--- src/rtl/core/telnet_utf8_ansi_char_decoder_top_defines.svh ---
// ---------------------------------------------------------------------------
// Assertion macros for the telnet character decoder
// Checks are compiled for simulation and become empty in synthesis.
// ---------------------------------------------------------------------------
`ifndef TELNET_UTF8_ANSI_CHAR_DECODER_TOP_DEFINES_SVH
`define TELNET_UTF8_ANSI_CHAR_DECODER_TOP_DEFINES_SVH

`ifndef SYNTHESIS
// implication check on clk, off while rst_n is low
`define TUACD_ASSERT_IMPL(lbl, ante, cons) \
  lbl: assert property (@(posedge clk) disable iff (!rst_n) (ante) |-> (cons)) \
    else $error("tuacd: implication check failed");
// next-cycle check on clk, off while rst_n is low
`define TUACD_ASSERT_NEXT(lbl, ante, cons) \
  lbl: assert property (@(posedge clk) disable iff (!rst_n) (ante) |=> (cons)) \
    else $error("tuacd: next-cycle check failed");
`else
`define TUACD_ASSERT_IMPL(lbl, ante, cons)
`define TUACD_ASSERT_NEXT(lbl, ante, cons)
`endif

`endif

--- src/rtl/core/tuacd_pkg.sv ---
// ---------------------------------------------------------------------------
// tuacd_pkg
// Types, codes and lookup functions of the telnet character decoder.
// ---------------------------------------------------------------------------
package tuacd_pkg;

  localparam int RUNE_W = 42;

  // telnet command bytes
  localparam logic [7:0] TN_IAC  = 8'd255;
  localparam logic [7:0] TN_WILL = 8'd251;
  localparam logic [7:0] TN_DONT = 8'd254;

  // display control bytes
  localparam logic [7:0] CH_CR  = 8'd13;
  localparam logic [7:0] CH_ESC = 8'o033;
  localparam logic [6:0] CH_SPACE = 7'd32;

  localparam logic [3:0] CNT_MAX    = 4'd15;
  localparam logic [3:0] RED_LEN    = 4'd5;
  localparam logic [3:0] DEF_LEN    = 4'd8;

  // link phase, one-hot
  typedef enum logic [2:0] {
    PH_DATA = 3'b001,
    PH_CMD  = 3'b010,
    PH_OPT  = 3'b100
  } tuacd_phase_t;

  // request held in the input stage
  typedef struct packed {
    logic       vld;
    logic [7:0] rx_byte;
  } tuacd_item_t;

  // decode result toward the output stage
  typedef struct packed {
    logic       emit;
    logic [6:0] char_code;
    logic       red_ink;
  } tuacd_res_t;

  // number of leading one bits of a byte
  function automatic logic [3:0] top_ones(input logic [7:0] b);
    logic [3:0] n;
    n = 4'd0;
    casez (b)
      8'b0???????: n = 4'd0;
      8'b10??????: n = 4'd1;
      8'b110?????: n = 4'd2;
      8'b1110????: n = 4'd3;
      8'b11110???: n = 4'd4;
      8'b111110??: n = 4'd5;
      8'b1111110?: n = 4'd6;
      8'b11111110: n = 4'd7;
      default:     n = 4'd8;
    endcase
    return n;
  endfunction

  // payload bits of a lead byte
  function automatic logic [6:0] lead_bits(input logic [7:0] b, input logic [3:0] n);
    logic [6:0] m;
    m = 7'd0;
    case (n)
      4'd2:    m = 7'h1F;
      4'd3:    m = 7'h0F;
      4'd4:    m = 7'h07;
      4'd5:    m = 7'h03;
      4'd6:    m = 7'h01;
      default: m = 7'h00;
    endcase
    return b[6:0] & m;
  endfunction

  // ESC [ 3 1 m
  function automatic logic [7:0] seq_red_at(input logic [3:0] p);
    logic [7:0] v;
    unique case (p)
      4'd0:    v = CH_ESC;
      4'd1:    v = 8'h5B;
      4'd2:    v = 8'h33;
      4'd3:    v = 8'h31;
      4'd4:    v = 8'h6D;
      default: v = 8'h00;
    endcase
    return v;
  endfunction

  // ESC [ 3 9 ; 4 9 m
  function automatic logic [7:0] seq_def_at(input logic [3:0] p);
    logic [7:0] v;
    unique case (p)
      4'd0:    v = CH_ESC;
      4'd1:    v = 8'h5B;
      4'd2:    v = 8'h33;
      4'd3:    v = 8'h39;
      4'd4:    v = 8'h3B;
      4'd5:    v = 8'h34;
      4'd6:    v = 8'h39;
      4'd7:    v = 8'h6D;
      default: v = 8'h00;
    endcase
    return v;
  endfunction

  // rune to typewriter code
  function automatic logic [6:0] rune_to_code(input logic [RUNE_W-1:0] r);
    logic [6:0] c;
    if (r == RUNE_W'('h00B7))      c = 7'o020;
    else if (r == RUNE_W'('h203E)) c = 7'o021;
    else if (r == RUNE_W'('h2192)) c = 7'o022;
    else if (r == RUNE_W'('h2283)) c = 7'o023;
    else if (r == RUNE_W'('h2228)) c = 7'o024;
    else if (r == RUNE_W'('h2227)) c = 7'o025;
    else if (r == RUNE_W'('h2191)) c = 7'o026;
    else if (r == RUNE_W'('h00D7)) c = 7'o027;
    else if (|r[RUNE_W-1:7])       c = CH_SPACE;
    else                           c = r[6:0];
    return c;
  endfunction

endpackage

--- src/rtl/core/tuacd_if.sv ---
// ---------------------------------------------------------------------------
// tuacd_if
// Valid/ready channels of the telnet character decoder.
// ---------------------------------------------------------------------------
interface tuacd_in_if;
  logic       valid;
  logic       ready;
  logic [7:0] rx_byte;

  modport source (output valid, output rx_byte, input ready);
  modport sink   (input valid, input rx_byte, output ready);
endinterface

interface tuacd_out_if;
  logic       valid;
  logic       ready;
  logic [6:0] char_code;
  logic       red_ink;

  modport source (output valid, output char_code, output red_ink, input ready);
  modport sink   (input valid, input char_code, input red_ink, output ready);
endinterface

--- src/rtl/core/tuacd_in_stage.sv ---
// ---------------------------------------------------------------------------
// tuacd_in_stage
// Input register: holds one received byte until the decode stage moves on.
// ---------------------------------------------------------------------------
module tuacd_in_stage (
  input  logic                 clk,
  input  logic                 rst_n,
  tuacd_in_if.sink             in_chan,
  input  logic                 adv,
  output tuacd_pkg::tuacd_item_t item
);

  logic       vld_r;
  logic [7:0] byte_r;
  logic       take;

  // free when empty or when the held byte is consumed this cycle
  assign in_chan.ready = !vld_r || adv;
  assign take          = in_chan.valid && in_chan.ready;

  always_ff @(posedge clk) begin
    if (!rst_n) begin
      vld_r <= 1'b0;
    end else if (in_chan.ready) begin
      vld_r <= in_chan.valid;
    end
  end

  always_ff @(posedge clk) begin
    if (take) begin
      byte_r <= in_chan.rx_byte;
    end
  end

  assign item.vld     = vld_r;
  assign item.rx_byte = byte_r;

endmodule

--- src/rtl/core/tuacd_decode.sv ---
// ---------------------------------------------------------------------------
// tuacd_decode
// Telnet, escape and UTF-8 state with the single-pass byte decode.
// ---------------------------------------------------------------------------
module tuacd_decode (
  input  logic                  clk,
  input  logic                  rst_n,
  input  tuacd_pkg::tuacd_item_t item,
  input  logic                  fire,
  output tuacd_pkg::tuacd_res_t  res
);

  tuacd_pkg::tuacd_phase_t phase_r, phase_nxt;
  logic                            esc_act_r, esc_act_nxt;
  logic [3:0]                      esc_len_r, esc_len_nxt;
  logic                            may_red_r, may_red_nxt;
  logic                            may_def_r, may_def_nxt;
  logic                            red_r, red_nxt;
  logic [3:0]                      utf_exp_r, utf_exp_nxt;
  logic [3:0]                      utf_cnt_r, utf_cnt_nxt;
  logic [tuacd_pkg::RUNE_W-1:0]    rune_r, rune_nxt;

  logic [7:0] c;
  logic       is_data;
  logic [3:0] nc;
  logic [3:0] esc_len_inc;
  logic [3:0] utf_cnt_inc;
  logic       red_hit;
  logic       def_hit;
  logic       emit;
  logic [6:0] code;

  assign c           = item.rx_byte;
  assign nc          = tuacd_pkg::top_ones(c);
  assign esc_len_inc = (esc_len_r == tuacd_pkg::CNT_MAX) ? esc_len_r : esc_len_r + 4'd1;
  assign utf_cnt_inc = (utf_cnt_r == tuacd_pkg::CNT_MAX) ? utf_cnt_r : utf_cnt_r + 4'd1;
  assign red_hit     = may_red_r && (esc_len_r < tuacd_pkg::RED_LEN) &&
                       (tuacd_pkg::seq_red_at(esc_len_r) == c);
  assign def_hit     = may_def_r && (esc_len_r < tuacd_pkg::DEF_LEN) &&
                       (tuacd_pkg::seq_def_at(esc_len_r) == c);

  // telnet link phase; an IAC after IAC is data
  always_comb begin
    phase_nxt = tuacd_pkg::PH_DATA;
    is_data   = 1'b0;
    unique case (phase_r)
      tuacd_pkg::PH_CMD: begin
        if (c >= tuacd_pkg::TN_WILL && c <= tuacd_pkg::TN_DONT) begin
          phase_nxt = tuacd_pkg::PH_OPT;
        end
        is_data = (c == tuacd_pkg::TN_IAC);
      end
      tuacd_pkg::PH_OPT: begin
        phase_nxt = tuacd_pkg::PH_DATA;
      end
      default: begin
        if (c == tuacd_pkg::TN_IAC) begin
          phase_nxt = tuacd_pkg::PH_CMD;
        end else begin
          is_data = 1'b1;
        end
      end
    endcase
  end

  // display filter: CR drop, escape collect, UTF-8 assembly
  always_comb begin
    esc_act_nxt = esc_act_r;
    esc_len_nxt = esc_len_r;
    may_red_nxt = may_red_r;
    may_def_nxt = may_def_r;
    red_nxt     = red_r;
    utf_exp_nxt = utf_exp_r;
    utf_cnt_nxt = utf_cnt_r;
    rune_nxt    = rune_r;
    emit        = 1'b0;
    code        = c[6:0];
    if (!is_data || c == tuacd_pkg::CH_CR) begin
      // nothing reaches the display
    end else if (c == tuacd_pkg::CH_ESC) begin
      esc_act_nxt = 1'b1;
      esc_len_nxt = 4'd1;
      may_red_nxt = 1'b1;
      may_def_nxt = 1'b1;
    end else if (esc_act_r) begin
      may_red_nxt = red_hit;
      may_def_nxt = def_hit;
      esc_len_nxt = esc_len_inc;
      if (red_hit && esc_len_inc == tuacd_pkg::RED_LEN) begin
        red_nxt     = 1'b1;
        esc_act_nxt = 1'b0;
      end else if (def_hit && esc_len_inc == tuacd_pkg::DEF_LEN) begin
        red_nxt     = 1'b0;
        esc_act_nxt = 1'b0;
      end
    end else if (nc == 4'd0) begin
      emit = 1'b1;
    end else if (nc != 4'd1) begin
      // lead byte
      utf_exp_nxt = nc;
      utf_cnt_nxt = 4'd1;
      rune_nxt    = {{(tuacd_pkg::RUNE_W-7){1'b0}}, tuacd_pkg::lead_bits(c, nc)};
    end else begin
      // continuation byte
      rune_nxt    = {rune_r[tuacd_pkg::RUNE_W-7:0], c[5:0]};
      utf_cnt_nxt = utf_cnt_inc;
      if (utf_cnt_inc == utf_exp_r) begin
        emit = 1'b1;
        code = tuacd_pkg::rune_to_code(rune_nxt);
      end
    end
  end

  // state update on each consumed byte
  always_ff @(posedge clk) begin
    if (!rst_n) begin
      phase_r   <= tuacd_pkg::PH_DATA;
      esc_act_r <= 1'b0;
      esc_len_r <= 4'd0;
      may_red_r <= 1'b0;
      may_def_r <= 1'b0;
      red_r     <= 1'b0;
      utf_exp_r <= 4'd0;
      utf_cnt_r <= 4'd0;
      rune_r    <= '0;
    end else if (fire) begin
      phase_r   <= phase_nxt;
      esc_act_r <= esc_act_nxt;
      esc_len_r <= esc_len_nxt;
      may_red_r <= may_red_nxt;
      may_def_r <= may_def_nxt;
      red_r     <= red_nxt;
      utf_exp_r <= utf_exp_nxt;
      utf_cnt_r <= utf_cnt_nxt;
      rune_r    <= rune_nxt;
    end
  end

  assign res.emit      = emit;
  assign res.char_code = code;
  assign res.red_ink   = red_r;

endmodule

--- src/rtl/core/tuacd_out_stage.sv ---
// ---------------------------------------------------------------------------
// tuacd_out_stage
// Result register toward the receiver; sets when the pipeline may advance.
// ---------------------------------------------------------------------------
module tuacd_out_stage (
  input  logic                 clk,
  input  logic                 rst_n,
  input  tuacd_pkg::tuacd_res_t res,
  input  logic                 fire,
  output logic                 adv,
  tuacd_out_if.source          out_chan
);

  logic       vld_r;
  logic [6:0] code_r;
  logic       red_r;

  // register free when empty or being taken
  assign adv = !vld_r || out_chan.ready;

  always_ff @(posedge clk) begin
    if (!rst_n) begin
      vld_r <= 1'b0;
    end else if (adv) begin
      vld_r <= fire && res.emit;
    end
  end

  always_ff @(posedge clk) begin
    if (adv) begin
      code_r <= res.char_code;
      red_r  <= res.red_ink;
    end
  end

  assign out_chan.valid     = vld_r;
  assign out_chan.char_code = code_r;
  assign out_chan.red_ink   = red_r;

endmodule

--- src/rtl/core/telnet_utf8_ansi_char_decoder_top.sv ---
// ---------------------------------------------------------------------------
// telnet_utf8_ansi_char_decoder_top
// Telnet byte stream to typewriter characters with red-ink flag.
// ---------------------------------------------------------------------------
// Usage:
//   in_chan  : one received telnet byte per request (rx_byte).
//   out_chan : zero or one character per byte (char_code, red_ink).
//   Telnet commands, CR and escape sequences produce no result; UTF-8
//   runes produce one result on their last byte.
// Path: an accepted byte moves on to the result register once that is free
//   (two register stages: input register, result register).
// Throughput: one byte per cycle while out_chan.ready stays high; the decode
//   state is updated in a single pass.
// Reset: rst_n low at a clock edge clears both stages and the decode state
//   (data phase, no escape, black ink, no rune pending).
// Stall: while a result waits for out_chan.ready, the input register still
//   takes one more byte; in_chan.ready falls only when both stages are full.
// ---------------------------------------------------------------------------
`include "telnet_utf8_ansi_char_decoder_top_defines.svh"

module telnet_utf8_ansi_char_decoder_top (
  input  logic        clk,
  input  logic        rst_n,
  tuacd_in_if.sink    in_chan,
  tuacd_out_if.source out_chan
);

  tuacd_pkg::tuacd_item_t item;
  tuacd_pkg::tuacd_res_t  res;
  logic                   adv;
  logic                   fire;

  // byte in the input register is consumed
  assign fire = item.vld && adv;

  tuacd_in_stage u_in (
    .clk     (clk),
    .rst_n   (rst_n),
    .in_chan (in_chan),
    .adv     (adv),
    .item    (item)
  );

  tuacd_decode u_dec (
    .clk   (clk),
    .rst_n (rst_n),
    .item  (item),
    .fire  (fire),
    .res   (res)
  );

  tuacd_out_stage u_out (
    .clk      (clk),
    .rst_n    (rst_n),
    .res      (res),
    .fire     (fire),
    .adv      (adv),
    .out_chan (out_chan)
  );

  // both stages full and receiver stalled: no new byte taken
  `TUACD_ASSERT_IMPL(a_full_blocks_in, item.vld && out_chan.valid && !out_chan.ready, !in_chan.ready)
  // accepted byte lands in the input register
  `TUACD_ASSERT_NEXT(a_accept_loads, in_chan.valid && in_chan.ready, item.vld)
  // a consumed byte that emits gives a valid result
  `TUACD_ASSERT_NEXT(a_emit_shows, fire && res.emit, out_chan.valid)

endmodule

--- src/flat_wrapper.sv ---
// flat-port wrapper written by rule: the top's interface ports become plain ports
module telnet_utf8_ansi_char_decoder_top_flat 
  (clk, rst_n, in_chan_valid, in_chan_rx_byte, in_chan_ready, out_chan_valid, out_chan_char_code, out_chan_red_ink, out_chan_ready);
  tuacd_in_if in_chan_i ();
  tuacd_out_if out_chan_i ();
  input  logic clk;
  input  logic rst_n;
  input wire logic [$bits(in_chan_i.valid)-1:0] in_chan_valid;
  input wire logic [$bits(in_chan_i.rx_byte)-1:0] in_chan_rx_byte;
  output wire logic [$bits(in_chan_i.ready)-1:0] in_chan_ready;
  output wire logic [$bits(out_chan_i.valid)-1:0] out_chan_valid;
  output wire logic [$bits(out_chan_i.char_code)-1:0] out_chan_char_code;
  output wire logic [$bits(out_chan_i.red_ink)-1:0] out_chan_red_ink;
  input wire logic [$bits(out_chan_i.ready)-1:0] out_chan_ready;
  assign in_chan_i.valid = in_chan_valid;
  assign in_chan_i.rx_byte = in_chan_rx_byte;
  assign in_chan_ready = in_chan_i.ready;
  assign out_chan_valid = out_chan_i.valid;
  assign out_chan_char_code = out_chan_i.char_code;
  assign out_chan_red_ink = out_chan_i.red_ink;
  assign out_chan_i.ready = out_chan_ready;
  telnet_utf8_ansi_char_decoder_top u_core (.clk(clk), .rst_n(rst_n), .in_chan(in_chan_i), .out_chan(out_chan_i));
endmodule
--- config.mk ---
export PLATFORM = sky130hd
export DESIGN_NAME = telnet_utf8_ansi_char_decoder_top_flat
export DESIGN_NICKNAME = d
export VERILOG_FILES = /design/src/rtl/core/tuacd_pkg.sv /design/src/rtl/core/tuacd_if.sv /design/src/rtl/core/tuacd_in_stage.sv /design/src/rtl/core/tuacd_decode.sv /design/src/rtl/core/tuacd_out_stage.sv /design/src/rtl/core/telnet_utf8_ansi_char_decoder_top.sv /design/src/flat_wrapper.sv
export VERILOG_INCLUDE_DIRS = /design/src /design/src/rtl/core
export SDC_FILE = /design/constraint.sdc
export NUM_CORES = 1
export LEC_CHECK = 0
export ABC_AREA = 1
export BUFFER_PORTS_ARGS = -buffer_cell sky130_fd_sc_hd__clkbuf_2
export CAP_MARGIN = 20
export CORE_UTILIZATION = 45
export CTS_CLUSTER_DIAMETER = 150
export DETAILED_ROUTE_END_ITERATION = 8
export PLACE_DENSITY = 0.58
export SETUP_SLACK_MARGIN = 0.3
export SLEW_MARGIN = 0
export SYNTH_ARGS = -nofsm -noshare
export SYNTH_HDL_FRONTEND = slang
export SYNTH_HIERARCHICAL = 1
export SYNTH_SLANG_ARGS = --single-unit
--- constraint.sdc ---
create_clock -name clk -period 3.8 [get_ports clk]
set_input_delay 0.19 -clock clk [delete_from_list [all_inputs] [get_ports clk]]
set_output_delay 0.19 -clock clk [all_outputs]
set_load 0.01 [all_outputs]
==> results of run 1 <==
-- cells in the mapped netlist (all sizes together) --
master	instances	area, um^2
nand2	178	691
nor2	108	438
inv	83	314
nand3	71	390
dfxtp	64	1280
a21oi	59	303
o21ai	27	135
buf	19	131
edfxtp	16	480
a211oi	13	108
nand4	12	75.1
nor3	10	50.1
clkbuf	7	26.3
ha	6	75.1
xor2	6	52.6
a41oi	2	17.5
nand3b	2	15.0
o211ai	2	15.0
o21a	2	15.0
a31oi	1	6.26
o31ai	1	7.51
-- cell families (layout without fill, tap and decap cells) --
group                      after synthesis  in the layout  synth area share
DFF                                     80             80             0.381
adders and majority gates                6              6            0.0162
xor gates and xnor gates                 6              6            0.0114
buffers and inverters                  109            123             0.102
and+or+nand+nor                        381            381             0.359
AOI/OAI and AO/OA                      107            107             0.131
-- flip-flops by register name (all words and copies together), names as in the netlist, named ones only --
name,flops
u_core/u_dec/utf_exp_r,4
u_core/u_out/out_chan.red_ink,1
u_core/u_in/byte_r,8
u_core/u_dec/may_def_r,1
u_core/u_dec/phase_r,3
u_core/u_dec/esc_len_r,4
u_core/u_dec/esc_act_r,1
u_core/u_out/out_chan.char_code,7
u_core/u_dec/red_r,1
u_core/u_in/vld_r,1
u_core/u_dec/utf_cnt_r,4
u_core/u_dec/rune_r,36
u_core/u_out/out_chan.valid,1
u_core/u_dec/may_red_r,1
-- path summary, 6_finish.rpt --
path                               from                            end  slack, ps  cells after the start
setup / recovery  u_core/u_in/byte_r[4]        u_core/u_dec/rune_r[20]       1180                     10
hold / removal       in_chan_rx_byte[3]          u_core/u_in/byte_r[3]         20                      1
setup reg to reg  u_core/u_in/byte_r[4]        u_core/u_dec/rune_r[20]       1180                     10
hold reg to reg      u_core/u_dec/red_r  u_core/u_out/out_chan.red_ink        450                      0
-- routing by layer --
layer | GRT usage | up-vias
li1 | - | 2252
met1 | 0.364 | 2008
met2 | 0.347 | 127
met3 | 0.0450 | 19
met4 | 0.0542 | 0
met5 | 0 | -
-- final cells by class --
| type | instances | area (um^2) | share of cell area |
|---|---|---|---|
| multi-input combinational | 500 | 2400 | 0.484 |
| sequential | 80 | 1760 | 0.356 |
| inverter | 83 | 314 | 0.0634 |
| tap | 133 | 166 | 0.0336 |
| clock buffer | 12 | 156 | 0.0316 |
| timing repair buffer | 24 | 128 | 0.0258 |
| clock inverter | 4 | 28.8 | 0.00581 |
-- metrics by stage --
stage / worst slack [ps] / cells
after CTS: 1210 / 836
after detailed placement: 1220 / 820
after floorplan: 1920 / 689
final: 1180 / 836
after global routing: 939 / 836
after global placement: 1360 / 820
-- power by group through the flow --
stage	Clock [mW]	Sequential, mW	Combinational, mW
after floorplan	0	0.930	0.152
after global placement	0	0.937	0.204
after detailed placement	0	0.937	0.204
after CTS	0.612	0.918	0.205
after global routing	0.661	0.922	0.234
final	0.596	0.918	0.206
==> results by group, run 1 <==
Setup path
  • Max Fanout on Critical Path: 30
  • Type of destination of the critical path: flop
  • Ordered cell list for the critical path: nand2_2, nor2_2, nand3_2, nand2_2, nand2_4, nor2_4, nand3_4, inv_2, nand3_1, a21oi_1
  • Slowest stage delay, CP: 590 ps
  • Cell repeated most along the worst path: sky130_fd_sc_hd__nand2_2
  • Startpoint type of the worst setup path: flop
  • CP Class: flop to flop
  • Slowest-stage cell, CP: sky130_fd_sc_hd__edfxtp_1
  • Crit path arrival time: around 2900 ps
  • Kind of cell adding the most delay to the critical path: simple AND/OR/NAND/NOR gates
  • Endpoint required time on the critical path: around 4000 ps
  • Buffer and inverter count on the worst path: 1

CTS
  • Source-to-sink clock delay at the later pin of the worst-skew pair: 350 ps
  • Clock Sinks: 80
  • Max Buffers Root-to-Sink: 2
  • Count of H-tree levels built during CTS: 3
  • Clock buffer count from CTS: 9
  • Cell at the root of the clock tree: sky130_fd_sc_hd__clkbuf_8
  • Post-CTS Setup Repair Bufs: 0
  • Quantity of hold-fixing buffers added after cts: 0
  • CTS tree: done
  • Count of instances resized after the clock tree is built: 0
  • Clock-pin slew reported for the worst setup and hold paths after clock tree synthesis: about 90 ps

GRT
  • Wire length of the first global-routing pass: a little under 20 mm
  • Total global routing track utilization: 0.239
  • Initial antenna violation count: 0
  • Maximum number of pins on one net before global-route repair: 40
  • Vias in the first global route: roughly 3.9k
  • Overflow left after global routing: 0

Cells and area
  • Most frequent cells in the layout: sky130_fd_sc_hd__nand2_1 (171), sky130_fd_sc_hd__nor2_1 (102), sky130_fd_sc_hd__inv_1 (77)
  • Number of fill cells: a little over 1k
  • Total non-filler cell area in the finished layout: between 0.004 and 0.005 mm^2
  • Final core area utilization: 0.502
  • Ratio of cells with drive above 1 in the final layout: 0.0925
  • Number of nets at the end of the flow: about 720
  • Most common cell after layout, fill and taps aside: sky130_fd_sc_hd__nand2_1
  • Number of diodes: 0
  • Area overhead of the layout relative to synthesis: 7.00%

Place
  • Post-detailed-placement cell area: 0.00477 mm^2
  • DPL Wire Length: around 8.7 mm
  • Buffers on Ports: 21
  • Final GP Congestion: between 0.9 and 1

Logic synthesis
  • Share of synthesized area occupied by flip-flops and latches: 0.381
  • Avg Inst Size Synth: between 6 and 7 um^2
  • Number of distinct library cells after synthesis: 35
  • Post-synthesis cell area: 0.00463 mm^2
  • Number of warnings issued by yosys: 6
  • Synth Net Count: 707
  • Flip-flop and latch count after synthesis: 80
  • Gate count after technology mapping: 689

Power and ir drop
  • Static leakage: around 2.2 nW
  • Part of the power in the clock network: 0.347
  • Power share of the combinational group: 0.120
  • Total Power: 1.72 mW
  • Switching power: around 490 uW
  • Cell Int Power: 1.23 mW
  • Largest vdd supply drop: 0.268 mV
  • Fraction of power spent switching nets: 0.284
  • Sequential share of power: 0.534
  • Power Density: roughly 350 mW/mm^2

Routing
  • Routed metal-1 wire length: between 5 and 6 mm
  • Drc violations: 0
  • Highest signal layer in the routed design: met4
  • Residual antenna-violating net count after detailed routing: 0
  • Routed wl met3: 663 um
  • Wire length on met2: between 5 and 6 mm
  • Starting DRC count in detailed routing: 342
  • Detailed-router iteration count before antenna repair: 5
  • Via density per instance: between 5 and 6
  • Total via count in the routed design: approximately 4.4k
  • Post-detailed-route wirelength per cell: roughly 14 um
  • Final routed wirelength across all metal layers: between 10 and 15 mm

Worst hold path
  • Class of the most critical hold timing path: input pin to flop

Run
  • Max-cap viol count: 0

Timing
  • Slew @ Worst Pin: roughly 1000 ps
  • Hold Fails Final Rpt: 0
  • Tightest slew margin relative to the limit: 0.331
  • Final period utilization: 0.689
  • RSZ-0062 raised after global routing: no
  • Final hold slack: 24.4 ps
  • Crit path time final: roughly 2600 ps
  • Max Clk Rate: 382 MHz
  • Final setup skew: approximately 17 ps
  • Total Neg Setup Slack: 0 ps
  • Count of endpoints failing setup in the final report: 0
  • Slew Limit Fails: 0

Floorplan
  • I/O pin count: 22
  • Overall die width: between 100 and 150 um
  • Core ar.: 0.00986 mm^2
  • Initial core utilization: 0.469
  • Floorplan die area: roughly 0.011 mm^2
  • Die Span Y: roughly 100 um
  • # rows: 36

Status
  • Run status: complete, no violations
(Power assumes the default switching activity.)
==> run 2: changes to the inputs <==
==> constraint.sdc (replaced) <==
create_clock -name clk -period 2.5 [get_ports clk]
set_input_delay 0.125 -clock clk [delete_from_list [all_inputs] [get_ports clk]]
set_output_delay 0.125 -clock clk [all_outputs]
set_load 0.01 [all_outputs]
==> run 2 against run 1 <==
  * Fmax rose by 27%
  * First-iteration DRC count rose by 27%
  * Register-to-register slack got worse by 740 ps
  * Setup slack got worse by 740 ps
  * Critical endpoint is now u_core/u_dec/rune_r[10]
  * Largest cell class unchanged
  * Clock skew fell by 4.4 ps
  * Non-clock buffer count rose by 31
  * Sequential share of layout area fell by 2.5 points
  * Sequential cell count did not move
  * Hold slack got worse by 12 ps
  * Clock power rose by 67%
  * Final area rose by 8.1%
==> results by group, run 2 (same netlist as run 1, synthesis figures left out) <==
Place
  • DPL Wire Length: 8.88 mm (+2.4%)
  • Post-detailed-placement cell area: 0.00487 mm^2 (+2.2%)
  • Final GP Congestion: 0.899 (-4.9%)
  • Buffers on Ports: 21 (unchanged)
  • Cell total after placement: 832 (+1.5%)
  • Post-Place Setup Slack: 230 ps (-989 ps)

Cells and area
  • Area overhead of the layout relative to synthesis: 15.7%
  • Total non-filler cell area in the finished layout: 0.00535 mm^2 (+8.1%)
  • Most common cell after layout, fill and taps aside: sky130_fd_sc_hd__nand2_1
  • Number of diodes: 0 (unchanged)
  • Number of flip-flops under the largest register name: 36 (unchanged)
  • Number of fill cells: 956 (-7.5%)
  • Most frequent cells in the layout: sky130_fd_sc_hd__nand2_1 (166), sky130_fd_sc_hd__nor2_1 (99), sky130_fd_sc_hd__inv_1 (71)
  • Fin cells: 867 (+3.7%)
  • Number of nets at the end of the flow: 747 (+4.3%)
  • Ratio of cells with drive above 1 in the final layout: 0.154 (+0.0615)
  • Final core area utilization: 0.543 (+0.0408)
  • Register bank with the most flops: u_core/u_dec/rune_r

Floorplan
  • # rows: 36 (unchanged)
  • I/O pin count: 22 (unchanged)
  • Overall die width: 103 um (unchanged)
  • Initial core utilization: 0.469 (unchanged)
  • Die Span Y: 103 um (unchanged)
  • Core ar.: 0.00986 mm^2 (unchanged)
  • Floorplan die area: 0.0107 mm^2 (unchanged)

Routing
  • Post-detailed-route wirelength per cell: 14.1 um (-0.36%)
  • Total via count in the routed design: 4515 (+2.5%)
  • Final routed wirelength across all metal layers: 12.2 mm (+3.3%)
  • Detailed-router iteration count before antenna repair: 5 (unchanged)
  • Residual antenna-violating net count after detailed routing: 0 (unchanged)
  • Starting DRC count in detailed routing: 433 (+27%)
  • Via density per instance: 5.21 (-1.2%)
  • Drc violations: 0 (unchanged)

Status
  • Run status: complete, no violations

Timing
  • Tightest slew margin relative to the limit: 0.697 (+0.366)
  • Least setup slack across all paths after layout: 441 ps (-742 ps)
  • Hold Fails Final Rpt: 0 (unchanged)
  • Crit path time final: 2060 ps (-558 ps)
  • Final hold slack: 12.6 ps (-11.8 ps)
  • Slew @ Worst Pin: 455 ps (-549 ps)
  • Count of endpoints failing setup in the final report: 0 (unchanged)
  • Final setup skew: 12.6 ps (-4.41 ps)
  • Total Neg Setup Slack: 0 ps (unchanged)
  • Final period utilization: 0.824 (+0.135)
  • RSZ-0062 raised after global routing: yes
  • Slew Limit Fails: 0 (unchanged)
  • Max Clk Rate: 486 MHz (+27%)

CTS
  • Count of H-tree levels built during CTS: 3 (unchanged)
  • Cell at the root of the clock tree: sky130_fd_sc_hd__clkbuf_8
  • Max Buffers Root-to-Sink: 2 (unchanged)
  • Clock-pin slew reported for the worst setup and hold paths after clock tree synthesis: 80 ps (about the same)
  • Clock buffer count from CTS: 9 (unchanged)
  • Clock Sinks: 80 (unchanged)
  • CTS tree: done
  • Source-to-sink clock delay at the later pin of the worst-skew pair: 360 ps (about the same)

Worst hold path
  • Launch instance of the worst min-delay path: in_chan_valid
  • Hold Crit Endpoint: u_core/u_in/vld_r
  • Number of instances on the worst hold path: 3 (+2)
  • Class of the most critical hold timing path: input pin to flop

GRT
  • Maximum number of pins on one net before global-route repair: 38 (-5.0%)
  • Total global routing track utilization: 0.240 (+0.000551)
  • Initial antenna violation count: 0 (unchanged)
  • Overflow left after global routing: 0 (unchanged)
  • Vias in the first global route: 4053 (+3.3%)
  • Wire length of the first global-routing pass: 19.8 mm (+0.74%)

Power and ir drop
  • Largest vdd supply drop: 0.291 mV (+8.5%)
  • Total Power: 2.75 mW (+60%)
  • Static leakage: 2.38 nW (+6.8%)
  • Power Density: 514 mW/mm^2 (+48%)

Run
  • Max-cap viol count: 0 (unchanged)

Setup path
  • R2r worst-path depth: 11 (+1)
  • Crit path arrival time: 2340 ps (-560 ps)
  • Max Fanout on Critical Path: 22 (-27%)
  • Endpoint required time on the critical path: 2780 ps (-1300 ps)
  • Type of destination of the critical path: flop
  • Setup slack of the most critical reg-to-reg path: 440 ps (-740 ps)
  • RR Endpoint: u_core/u_dec/rune_r[10]
  • CP Class: flop to flop
  • Launch instance of the worst register-to-register path: u_core/u_in/byte_r[1]
  • Startpoint type of the worst setup path: flop
run 2: cell types whose count changed in the layout (fill, tap and decap cells not counted), sizes merged:
| cell | previous run | this run |
|---|---|---|
| clkinv | 2 | 1 |
| inv | 83 | 81 |
| buf | 3 | 26 |
| dlygate4sd3 | 0 | 8 |
| bufinv | 0 | 1 |
| clkbuf | 33 | 32 |
| clkinvlp | 2 | 5 |
run 2: cell type report:
type / count / area (um^2) / area share
inverter: 83 / 332 / 0.0619
multi-input combinational: 500 / 2480 / 0.464
clock buffer: 11 / 141 / 0.0264
clock inverter: 5 / 63.8 / 0.0119
tap: 133 / 166 / 0.0311
sequential: 80 / 1770 / 0.330
timing repair buffer: 55 / 397 / 0.0741
run 2: how the worst max path moves through the flow:
stage | start | endpoint | slack, ps
floorplan | u_core/u_dec/utf_cnt_r[0] | u_core/u_out/out_chan.char_code[3] | 620
global placement | u_core/u_dec/utf_cnt_r[0] | u_core/u_out/out_chan.char_code[3] | 250
detailed placement | u_core/u_dec/utf_cnt_r[0] | u_core/u_out/out_chan.char_code[3] | 230
CTS | u_core/u_dec/utf_cnt_r[0] | u_core/u_out/out_chan.char_code[0] | 300
global route | u_core/u_in/byte_r[5] | u_core/u_out/out_chan.char_code[5] | 260
finish | u_core/u_in/byte_r[1] | u_core/u_dec/rune_r[10] | 440
run 2: repair_timing:
item | CTS | global route
gates resized for setup | 1 | 36
hold buffers | 8 | 0
endpoints found under the setup margin | 7 | 50
endpoints found under the hold margin | 8 | 0
buffers inserted | 3 | 8
pin swaps | 2 | 5
run 2: power by group:
part | total, mW | switching (mW) | internal [mW]
sequential | 1.39 | 0.0316 | 1.36
clock | 0.997 | 0.498 | 0.498
combinational | 0.369 | 0.244 | 0.126
run 2: routing by layer:
| layer | GRT usage | wire (um) |
|---|---|---|
| met1 | 0.365 | 6120 |
| met2 | 0.346 | 5230 |
| met3 | 0.0410 | 733 |
| met4 | 0.0639 | 126 |
| met5 | 0 | 0 |
run 2: worst max-delay path, cell delays in order, from the launching register on:
cell	delay, ps
sky130_fd_sc_hd__edfxtp_1	480
sky130_fd_sc_hd__nand2_4	120
sky130_fd_sc_hd__nor2_4	210
sky130_fd_sc_hd__nand3_2	100
sky130_fd_sc_hd__nand2_2	90
sky130_fd_sc_hd__nand2_4	90
sky130_fd_sc_hd__nor2_4	160
sky130_fd_sc_hd__nand3_4	160
sky130_fd_sc_hd__inv_4	170
sky130_fd_sc_hd__buf_12	170
sky130_fd_sc_hd__nand3_1	80
sky130_fd_sc_hd__a21oi_1	130
